===== src/rtl/ipv4ck_pkg.sv =====
// Package for the IPv4 checksum engine: protocol and kind codes, header and
// transport field offsets, and the per-packet summary struct.
// No dependencies.
`default_nettype none

package ipv4ck_pkg;

    localparam logic [7:0] PROTO_ICMP = 8'd1;
    localparam logic [7:0] PROTO_TCP  = 8'd6;
    localparam logic [7:0] PROTO_UDP  = 8'd17;

    localparam logic [1:0] KIND_NONE = 2'd0;
    localparam logic [1:0] KIND_TCP  = 2'd1;
    localparam logic [1:0] KIND_UDP  = 2'd2;
    localparam logic [1:0] KIND_ICMP = 2'd3;

    localparam logic [15:0] OFF_IHL        = 16'd0;
    localparam logic [15:0] OFF_TOTLEN_LO  = 16'd3;
    localparam logic [15:0] OFF_PROTO      = 16'd9;
    localparam logic [15:0] OFF_HCK_HI     = 16'd10;
    localparam logic [15:0] OFF_HCK_LO     = 16'd11;
    localparam logic [15:0] OFF_SRC_ADDR   = 16'd12;
    localparam logic [15:0] OFF_ADDR_END   = 16'd20;

    localparam logic [15:0] L4_UDP_LEN_LO  = 16'd5;
    localparam logic [15:0] L4_UDP_CK_HI   = 16'd6;
    localparam logic [15:0] L4_UDP_CK_LO   = 16'd7;
    localparam logic [15:0] L4_TCP_DOFF    = 16'd12;
    localparam logic [15:0] L4_TCP_CK_HI   = 16'd16;
    localparam logic [15:0] L4_TCP_CK_LO   = 16'd17;
    localparam logic [15:0] L4_ICMP_CK_HI  = 16'd2;
    localparam logic [15:0] L4_ICMP_CK_LO  = 16'd3;

    localparam logic [3:0]  MIN_IHL        = 4'd5;
    localparam logic [15:0] MIN_HDR_BYTES  = 16'd20;

    typedef struct packed {
        logic [3:0]  header_words;
        logic [15:0] total_length;
        logic [7:0]  protocol;
        logic [15:0] stored_sum;
        logic [20:0] header_acc;
        logic [31:0] transport_acc;
        logic [15:0] udp_length;
        logic [3:0]  tcp_offset;
        logic        want_l4;
        logic [15:0] buf_length;
    } t_pkt_sums;

endpackage

`default_nettype wire


===== src/rtl/ipv4ck_accum.sv =====
// Byte stage of the IPv4 checksum engine: input register, per-byte field
// capture and running sums, and the end-of-packet summary register.
// Depends on ipv4ck_pkg.
`default_nettype none

module ipv4ck_accum
    import ipv4ck_pkg::*;
#(
    parameter int MAX_PACKET_BYTES = 65535
) (
    input  logic        i_clk,
    input  logic        i_rst_n,
    input  logic        i_valid,
    output logic        o_stall,
    input  logic [7:0]  i_data_byte,
    input  logic        i_last_byte,
    input  logic        i_compute_l4,
    output logic        o_sum_valid,
    output t_pkt_sums   o_sums,
    input  logic        i_sum_free
);

    localparam int OFF_W = $clog2(MAX_PACKET_BYTES + 1);
    localparam logic [OFF_W-1:0] OFF_LIMIT = OFF_W'(MAX_PACKET_BYTES);

    logic             r_in_valid;
    logic [7:0]       r_in_data;
    logic             r_in_last;
    logic             r_in_req;

    logic [OFF_W-1:0] r_off,    n_off;
    logic [3:0]       r_hw,     n_hw;
    logic [15:0]      r_tl,     n_tl;
    logic [7:0]       r_proto,  n_proto;
    logic [15:0]      r_stored, n_stored;
    logic [20:0]      r_hacc,   n_hacc;
    logic [31:0]      r_tacc,   n_tacc;
    logic [7:0]       r_pend,   n_pend;
    logic [15:0]      r_udp,    n_udp;
    logic [3:0]       r_tcp,    n_tcp;
    logic             r_want,   n_want;

    logic             r_sum_valid;
    t_pkt_sums        r_sums;

    logic [15:0]      off16;
    logic [15:0]      hl16;
    logic [15:0]      rel;
    logic [15:0]      part;
    logic             is_ck;
    logic             sum_slot_free;
    logic             go;
    logic             in_take;

    assign off16 = 16'(r_off);
    assign part  = r_off[0] ? {8'h00, r_in_data} : {r_in_data, 8'h00};

    always_comb begin
        n_off    = r_off;
        n_hw     = r_hw;
        n_tl     = r_tl;
        n_proto  = r_proto;
        n_stored = r_stored;
        n_hacc   = r_hacc;
        n_tacc   = r_tacc;
        n_pend   = r_pend;
        n_udp    = r_udp;
        n_tcp    = r_tcp;
        n_want   = r_want;
        hl16     = {10'd0, r_hw, 2'b00};
        rel      = '0;
        is_ck    = 1'b0;
        if (r_off < OFF_LIMIT) begin
            n_off = r_off + 1'b1;
            if (off16 == OFF_IHL) begin
                n_want = r_in_req;
                n_hw   = r_in_data[3:0];
            end
            hl16 = {10'd0, n_hw, 2'b00};
            if (off16 < hl16 && off16 != OFF_HCK_HI && off16 != OFF_HCK_LO)
                n_hacc = r_hacc + 21'(part);
            if (off16 == OFF_TOTLEN_LO)
                n_tl = {r_pend, r_in_data};
            if (off16 == OFF_PROTO)
                n_proto = r_in_data;
            if (off16 == OFF_HCK_LO)
                n_stored = {r_pend, r_in_data};
            if (off16 >= OFF_SRC_ADDR && off16 < OFF_ADDR_END &&
                (n_proto == PROTO_TCP || n_proto == PROTO_UDP))
                n_tacc = r_tacc + 32'(part);
            if (n_hw >= MIN_IHL && off16 >= hl16) begin
                rel   = off16 - hl16;
                is_ck = (n_proto == PROTO_TCP  && (rel == L4_TCP_CK_HI  || rel == L4_TCP_CK_LO))
                     || (n_proto == PROTO_UDP  && (rel == L4_UDP_CK_HI  || rel == L4_UDP_CK_LO))
                     || (n_proto == PROTO_ICMP && (rel == L4_ICMP_CK_HI || rel == L4_ICMP_CK_LO));
                if (rel == L4_UDP_LEN_LO)
                    n_udp = {r_pend, r_in_data};
                if (rel == L4_TCP_DOFF)
                    n_tcp = r_in_data[7:4];
                if (off16 < n_tl && !is_ck)
                    n_tacc = r_tacc + 32'(part);
            end
            n_pend = r_in_data;
        end
    end

    assign sum_slot_free = !r_sum_valid || i_sum_free;
    assign go            = r_in_valid && (!r_in_last || sum_slot_free);
    assign o_stall       = r_in_valid && !go;
    assign in_take       = i_valid && !o_stall;

    always_ff @(posedge i_clk) begin
        if (!i_rst_n) begin
            r_in_valid <= 1'b0;
        end else if (in_take) begin
            r_in_valid <= 1'b1;
        end else if (go) begin
            r_in_valid <= 1'b0;
        end
    end

    always_ff @(posedge i_clk) begin
        if (in_take) begin
            r_in_data <= i_data_byte;
            r_in_last <= i_last_byte;
            r_in_req  <= i_compute_l4;
        end
    end

    always_ff @(posedge i_clk) begin
        if (!i_rst_n || (go && r_in_last)) begin
            r_off    <= '0;
            r_hw     <= '0;
            r_tl     <= '0;
            r_proto  <= '0;
            r_stored <= '0;
            r_hacc   <= '0;
            r_tacc   <= '0;
            r_pend   <= '0;
            r_udp    <= '0;
            r_tcp    <= '0;
            r_want   <= 1'b0;
        end else if (go) begin
            r_off    <= n_off;
            r_hw     <= n_hw;
            r_tl     <= n_tl;
            r_proto  <= n_proto;
            r_stored <= n_stored;
            r_hacc   <= n_hacc;
            r_tacc   <= n_tacc;
            r_pend   <= n_pend;
            r_udp    <= n_udp;
            r_tcp    <= n_tcp;
            r_want   <= n_want;
        end
    end

    always_ff @(posedge i_clk) begin
        if (!i_rst_n) begin
            r_sum_valid <= 1'b0;
        end else if (go && r_in_last) begin
            r_sum_valid <= 1'b1;
        end else if (i_sum_free) begin
            r_sum_valid <= 1'b0;
        end
    end

    always_ff @(posedge i_clk) begin
        if (go && r_in_last) begin
            r_sums.header_words  <= n_hw;
            r_sums.total_length  <= n_tl;
            r_sums.protocol      <= n_proto;
            r_sums.stored_sum    <= n_stored;
            r_sums.header_acc    <= n_hacc;
            r_sums.transport_acc <= n_tacc;
            r_sums.udp_length    <= n_udp;
            r_sums.tcp_offset    <= n_tcp;
            r_sums.want_l4       <= n_want;
            r_sums.buf_length    <= 16'(n_off);
        end
    end

    assign o_sum_valid = r_sum_valid;
    assign o_sums      = r_sums;

endmodule

`default_nettype wire


===== src/rtl/ipv4ck_finish.sv =====
// Result stage of the IPv4 checksum engine: folds and inverts the sums,
// runs the length checks and holds the result item for the receiver.
// Depends on ipv4ck_pkg.
`default_nettype none

module ipv4ck_finish
    import ipv4ck_pkg::*;
(
    input  logic        i_clk,
    input  logic        i_rst_n,
    input  logic        i_sum_valid,
    input  t_pkt_sums   i_sums,
    output logic        o_sum_free,
    output logic        o_valid,
    input  logic        i_stall,
    output logic [15:0] o_ip_checksum,
    output logic [15:0] o_l4_checksum,
    output logic [1:0]  o_l4_kind,
    output logic        o_header_match,
    output logic        o_length_ok,
    output logic        o_packet_valid
);

    logic        r_out_valid;
    logic [15:0] r_ip_ck;
    logic [15:0] r_l4_ck;
    logic [1:0]  r_kind;
    logic        r_match;
    logic        r_len_ok;

    logic [15:0] hl16;
    logic [15:0] l4len;
    logic [16:0] hs1;
    logic [16:0] hs2;
    logic [15:0] ip_ck;
    logic [1:0]  kind;
    logic [16:0] pseudo;
    logic [32:0] ts;
    logic [17:0] f1;
    logic [16:0] f2;
    logic [15:0] f3;
    logic [15:0] l4_ck;
    logic [15:0] tcp_end;
    logic        len_ok;
    logic        out_free;

    assign hl16  = {10'd0, i_sums.header_words, 2'b00};
    assign l4len = i_sums.total_length - hl16;

    assign hs1   = {1'b0, i_sums.header_acc[15:0]} + 17'(i_sums.header_acc[20:16]);
    assign hs2   = {1'b0, hs1[15:0]} + 17'(hs1[16]);
    assign ip_ck = ~hs2[15:0];

    always_comb begin
        kind = KIND_NONE;
        if (i_sums.want_l4 && i_sums.header_words >= MIN_IHL) begin
            case (i_sums.protocol)
                PROTO_TCP:  kind = KIND_TCP;
                PROTO_UDP:  kind = KIND_UDP;
                PROTO_ICMP: kind = KIND_ICMP;
                default:    kind = KIND_NONE;
            endcase
        end
    end

    assign pseudo = (kind == KIND_TCP || kind == KIND_UDP)
                  ? 17'(i_sums.protocol) + 17'(l4len) : 17'd0;
    assign ts     = {1'b0, i_sums.transport_acc} + 33'(pseudo);
    assign f1     = 18'(ts[15:0]) + 18'(ts[32:16]);
    assign f2     = 17'(f1[15:0]) + 17'(f1[17:16]);
    assign f3     = f2[15:0] + 16'(f2[16]);
    assign l4_ck  = (kind == KIND_NONE) ? 16'd0 : ~f3;

    assign tcp_end = hl16 + {10'd0, i_sums.tcp_offset, 2'b00};

    always_comb begin
        len_ok = 1'b1;
        if (i_sums.header_words < MIN_IHL || i_sums.buf_length < MIN_HDR_BYTES ||
            i_sums.buf_length < hl16)
            len_ok = 1'b0;
        if (i_sums.total_length > i_sums.buf_length)
            len_ok = 1'b0;
        if (i_sums.protocol == PROTO_UDP && l4len != i_sums.udp_length)
            len_ok = 1'b0;
        if (i_sums.protocol == PROTO_TCP && tcp_end > i_sums.total_length)
            len_ok = 1'b0;
    end

    assign out_free   = !r_out_valid || !i_stall;
    assign o_sum_free = out_free;

    always_ff @(posedge i_clk) begin
        if (!i_rst_n) begin
            r_out_valid <= 1'b0;
        end else if (out_free) begin
            r_out_valid <= i_sum_valid;
        end
    end

    always_ff @(posedge i_clk) begin
        if (out_free && i_sum_valid) begin
            r_ip_ck  <= ip_ck;
            r_l4_ck  <= l4_ck;
            r_kind   <= kind;
            r_match  <= (ip_ck == i_sums.stored_sum);
            r_len_ok <= len_ok;
        end
    end

    assign o_valid        = r_out_valid;
    assign o_ip_checksum  = r_ip_ck;
    assign o_l4_checksum  = r_l4_ck;
    assign o_l4_kind      = r_kind;
    assign o_header_match = r_match;
    assign o_length_ok    = r_len_ok;
    assign o_packet_valid = r_match && r_len_ok;

endmodule

`default_nettype wire


===== src/rtl/ipv4_packet_checksum_engine.sv =====
// IPv4 checksum engine top level: byte stage followed by result stage.
// Depends on ipv4ck_pkg, ipv4ck_accum and ipv4ck_finish.
//
// Input channel (i_valid / o_stall): one packet byte per item, first byte
// being the first IPv4 header byte; i_last_byte ends the packet and
// i_compute_l4 is sampled with the first byte.
// Output channel (o_valid / i_stall): one result item per packet, carrying
// both checksums, the transport kind and the header and length checks.
// Throughput: one byte per cycle while o_stall is low; packets may follow back
// to back, the first byte of the next packet directly after the last of the
// previous. After the last byte is accepted, the result passes the input
// register, then the summary register, then the result register.
// Bytes past MAX_PACKET_BYTES are ignored but a last flag among them still
// closes the packet.
// Reset (synchronous, active low) empties all stages and clears the running
// sums. While the receiver stalls, the result is held; bytes keep flowing
// until the last byte of a packet finds the summary register still full,
// at which point o_stall rises.
`default_nettype none

module ipv4_packet_checksum_engine
    import ipv4ck_pkg::*;
#(
    parameter int MAX_PACKET_BYTES = 65535
) (
    input  logic        i_clk,
    input  logic        i_rst_n,
    input  logic        i_valid,
    output logic        o_stall,
    input  logic [7:0]  i_data_byte,
    input  logic        i_last_byte,
    input  logic        i_compute_l4,
    output logic        o_valid,
    input  logic        i_stall,
    output logic [15:0] o_ip_checksum,
    output logic [15:0] o_l4_checksum,
    output logic [1:0]  o_l4_kind,
    output logic        o_header_match,
    output logic        o_length_ok,
    output logic        o_packet_valid
);

    logic      sum_valid;
    logic      sum_free;
    t_pkt_sums sums;

    ipv4ck_accum #(
        .MAX_PACKET_BYTES (MAX_PACKET_BYTES)
    ) u_accum (
        .i_clk        (i_clk),
        .i_rst_n      (i_rst_n),
        .i_valid      (i_valid),
        .o_stall      (o_stall),
        .i_data_byte  (i_data_byte),
        .i_last_byte  (i_last_byte),
        .i_compute_l4 (i_compute_l4),
        .o_sum_valid  (sum_valid),
        .o_sums       (sums),
        .i_sum_free   (sum_free)
    );

    ipv4ck_finish u_finish (
        .i_clk          (i_clk),
        .i_rst_n        (i_rst_n),
        .i_sum_valid    (sum_valid),
        .i_sums         (sums),
        .o_sum_free     (sum_free),
        .o_valid        (o_valid),
        .i_stall        (i_stall),
        .o_ip_checksum  (o_ip_checksum),
        .o_l4_checksum  (o_l4_checksum),
        .o_l4_kind      (o_l4_kind),
        .o_header_match (o_header_match),
        .o_length_ok    (o_length_ok),
        .o_packet_valid (o_packet_valid)
    );

endmodule

`default_nettype wire

===== config.mk =====
export PLATFORM = sky130hd
export DESIGN_NAME = ipv4_packet_checksum_engine
export DESIGN_NICKNAME = d
export VERILOG_FILES = /design/src/rtl/ipv4ck_pkg.sv /design/src/rtl/ipv4ck_accum.sv /design/src/rtl/ipv4ck_finish.sv /design/src/rtl/ipv4_packet_checksum_engine.sv
export SDC_FILE = /design/constraint.sdc
export NUM_CORES = 1
export LEC_CHECK = 0
export BUFFER_PORTS_ARGS = -buffer_cell sky130_fd_sc_hd__buf_4
export CAP_MARGIN = 15
export CORE_MARGIN = 3
export CORE_UTILIZATION = 54
export DETAILED_ROUTE_END_ITERATION = 10
export PLACE_DENSITY = 0.81
export SLEW_MARGIN = 20
export SYNTH_ARGS = -nofsm -noshare
export SYNTH_HDL_FRONTEND = slang
export SYNTH_SLANG_ARGS = --single-unit

===== constraint.sdc =====
create_clock -name i_clk -period 10.7 [get_ports i_clk]
set_clock_uncertainty 0.05 [all_clocks]
set_input_delay 2.14 -clock i_clk [delete_from_list [all_inputs] [get_ports i_clk]]
set_output_delay 2.14 -clock i_clk [all_outputs]
set_load 0.005 [all_outputs]

==> results.json <==
{
  "outcome": "finished, final reports clean",
  "fin_nets": 2382,
  "worstSetupPathType": "reg -> reg",
  "seqCellArea_um2": 8310,
  "wl_mm": 51.7,
  "first_iter_violations": 1120,
  "tightest_slew_ps": 1090,
  "async_flop_share": 0,
  "syn_nets": 2350,
  "critPathLaunchType": "flip-flop",
  "drtPass1Iterations": 5,
  "start_util": 0.548,
  "setup_viol": 0,
  "p_leak_nw": 9.21,
  "yosysMostFrequentCell": "nand2_1",
  "end_kind": "flip-flop",
  "antenna_found_initial": 0,
  "antenna_cells": 0,
  "netlist_instances": 2184,
  "hp-class": "reg -> reg",
  "top_usage_layer": "met2",
  "cts_tree": "yes",
  "seq_area_frac_synth": 0.402,
  "max_freq_mhz": 97.1,
  "via_count": 16604,
  "period_needed_ps": 10300,
  "avgSynthCellArea_um2": 9.46,
  "yosys.cell_types.count": 94,
  "area_growth_pct": 11.1,
  "grt_util_met2": 0.422,
  "ys_ff_latch": 325,
  "clk_pin_slew_worst_paths_ps": 60,
  "cp_max_fo": 5,
  "synth_edf_count": 180,
  "finalWorstSetupSlack_ps": 399,
  "power_mw": 3.00,
  "fillCellCount": 3093,
  "cpMaxStageDelayCell": "fa_2",
  "synth_ff_type": "edfxtp_1",
  "syn_area_um2": 20700,
  "clock_latency_ps": 580,
  "numCtsBuffers": 36,
  "die_w_um": 202,
  "synthTopCellsByArea": "edfxtp_1, dfxtp_1, ha_1",
  "worstPathRequired_ps": 10960,
  "synth_top_area_cell": "edfxtp_1",
  "cts_root_buf": "clkbuf_16",
  "critical_path.most_common_cell": "a21o_1",
  "grt_pass1_vias": 16038,
  "ys_warn_count": 0,
  "groute.usage.overall": 0.248,
  "overflow": 0,
  "arrival_ps": 10570,
  "port_buffers": 52,
  "drc": 0,
  "fin_crit_sh": 0.963,
  "dieHeight_um": 202,
  "grt_max_degree": 74,
  "synthTopCellsByCount": "nand2_1, edfxtp_1, a21oi_1",
  "hold_viol_final": 0,
  "dpl.hpwl_mm": 36.6,
  "grt_util_met1": 0.326,
  "cap_violations": 0,
  "num_io_pins": 53,
  "synth.top_cell.area_share": 0.262,
  "maxSlewViolCount": 0,
  "grt_pass1_wl_mm": 82.6,
  "core_um2": 37700,
  "gp_congestion": 0.993,
  "final.setup.tns_ps": 0,
  "cts_hold_buf": 0,
  "max-vdd-ir-drop_mv": 0.135,
  "drive_gt1_frac": 0.120,
  "slew_headroom": 0.271,
  "powerDensity_nw_per_um2": 131,
  "dp_slack_ps": -185,
  "vias_per_cell": 6.03,
  "row_count": 71,
  "critPathMaxStageDelay_ps": 570,
  "cts.htree.levels": 2,
  "die_area_um2": 40600,
  "multi_input_area_um2": 11800,
  "cts_sinks": 325,
  "antenna_left": 0,
  "grtUsageMet3": 0.0353,
  "wl_per_cell_um": 18.7,
  "clockBufferDepth": 3
}
==> final cells by class <==
class / count / area share
multi-input cells: 1678 / 0.515
flip-flops and latches: 325 / 0.362
clock buffers: 50 / 0.0451
well taps: 511 / 0.0279
repair buffers: 81 / 0.0265
inverters: 94 / 0.0155
clock inverters: 16 / 0.00829
==> power by group <==
part / leakage, nW / switching, mW / internal (mW) / total [mW]
registers: 2.94 / 0.0334 / 1.35 / 1.38
clock network: 0.593 / 0.533 / 0.735 / 1.27
logic: 5.67 / 0.214 / 0.135 / 0.349
==> worst paths after layout <==
kind | from | endpoint | slack, ps | cells past startpoint
worst max-delay path | u_accum.o_sums[116] | u_finish.o_l4_checksum[12] | 400 | 49
worst min-delay path | u_accum.r_stored[2] | u_accum.r_stored[2] | 400 | 2
worst max register to register | u_accum.o_sums[116] | u_finish.o_l4_checksum[12] | 400 | 49
worst min register to register | u_accum.r_stored[2] | u_accum.r_stored[2] | 400 | 2
==> cell families after synthesis <==
kind of cell,count (synthesis),share of synthesized area
AND/OR/NAND/NOR,776,0.189
AO/OA/AOI/OAI,458,0.143
XOR/XNOR,198,0.0854
multiplexers,94,0.0500
flip-flops,325,0.402
adder cells (fa/ha/maj),152,0.0957
buffers and inverters,181,0.0346
==> repair_timing <==
item	CTS	global route
gates resized for setup	4	29
setup buffers	0	13
pin swaps	0	16
setup endpoints to repair	3	13
==> placed cells by master, fill, tap and decap left out, types with 7 or more instances in the layout <==
cell / netlist / routed
and4_1: 7 / 7
o21ai_1: 7 / 9
fa_1: 10 / 8
clkinv_1: 0 / 7
a31oi_1: 15 / 15
clkbuf_16: 0 / 37
buf_4: 2 / 81
and2_1: 35 / 33
dfxtp_1: 145 / 145
a211oi_1: 28 / 27
xor2_1: 79 / 79
nor2_1: 152 / 151
a21oi_1: 157 / 153
or2_2: 11 / 11
nand3_1: 52 / 51
or4_1: 11 / 11
inv_1: 94 / 93
or3_1: 28 / 28
nor2b_1: 35 / 33
a21o_1: 47 / 47
ha_1: 142 / 138
nand2b_1: 25 / 25
o21ai_0: 73 / 70
mux2_2: 70 / 70
a21boi_0: 11 / 10
and3_1: 17 / 17
nor3_1: 45 / 43
edfxtp_1: 180 / 180
nand4_1: 35 / 35
mux2i_1: 23 / 23
nor4b_1: 7 / 7
nand2_1: 249 / 248
xnor2_1: 117 / 116
o211ai_1: 11 / 11
o21a_1: 30 / 30
o31ai_1: 10 / 9
clkbuf_1: 64 / 7
nor4_1: 25 / 23
==> critical path, delay by kind of cell, from the launching register on <==
kind | cells | cell delay (ps)
DFF | 1 | 370
xor gates and xnor gates | 2 | 330
AOI/OAI and AO/OA | 20 | 3780
adders and majority gates | 9 | 2620
and+or+nand+nor | 16 | 2770
buffers and inverters | 2 | 130
==> registers in the layout (all words and copies together) (netlist names), 2 cells and up <==
| register | flops |
|---|---|
| u_accum.r_stored | 16 |
| u_accum.r_udp | 16 |
| u_accum.r_tacc | 32 |
| u_accum.r_hw | 4 |
| u_accum.r_in_data | 8 |
| u_finish.o_l4_kind | 2 |
| u_accum.r_hacc | 21 |
| u_accum.r_tl | 16 |
| u_accum.o_sums | 134 |
| u_accum.r_pend | 8 |
| u_finish.o_l4_checksum | 16 |
| u_accum.r_tcp | 4 |
| u_accum.off16 | 16 |
| u_accum.r_proto | 8 |
| u_finish.o_ip_checksum | 16 |
==> metrics by stage <==
step | cell area (um^2) | hold slack, ps | cells | utilization
6_report | 22900 | 403 | 2755 | 0.609
5_1_grt | 22900 | 426 | 2755 | 0.609
4_1_cts | 22700 | 405 | 2742 | 0.603
3_5_place_dp | 21500 | 397 | 2676 | 0.570
3_3_place_gp | 21500 | 388 | 2676 | 0.570
2_1_floorplan | 20700 | 383 | 2184 | -
==> metal layers <==
layer,vias up,part of all wire
met5,-,0
met3,97,0.065
met2,602,0.48
li1,7956,-
met1,7949,0.42
met4,0,0.029
Note: power is estimated with default switching activity, not from simulation.
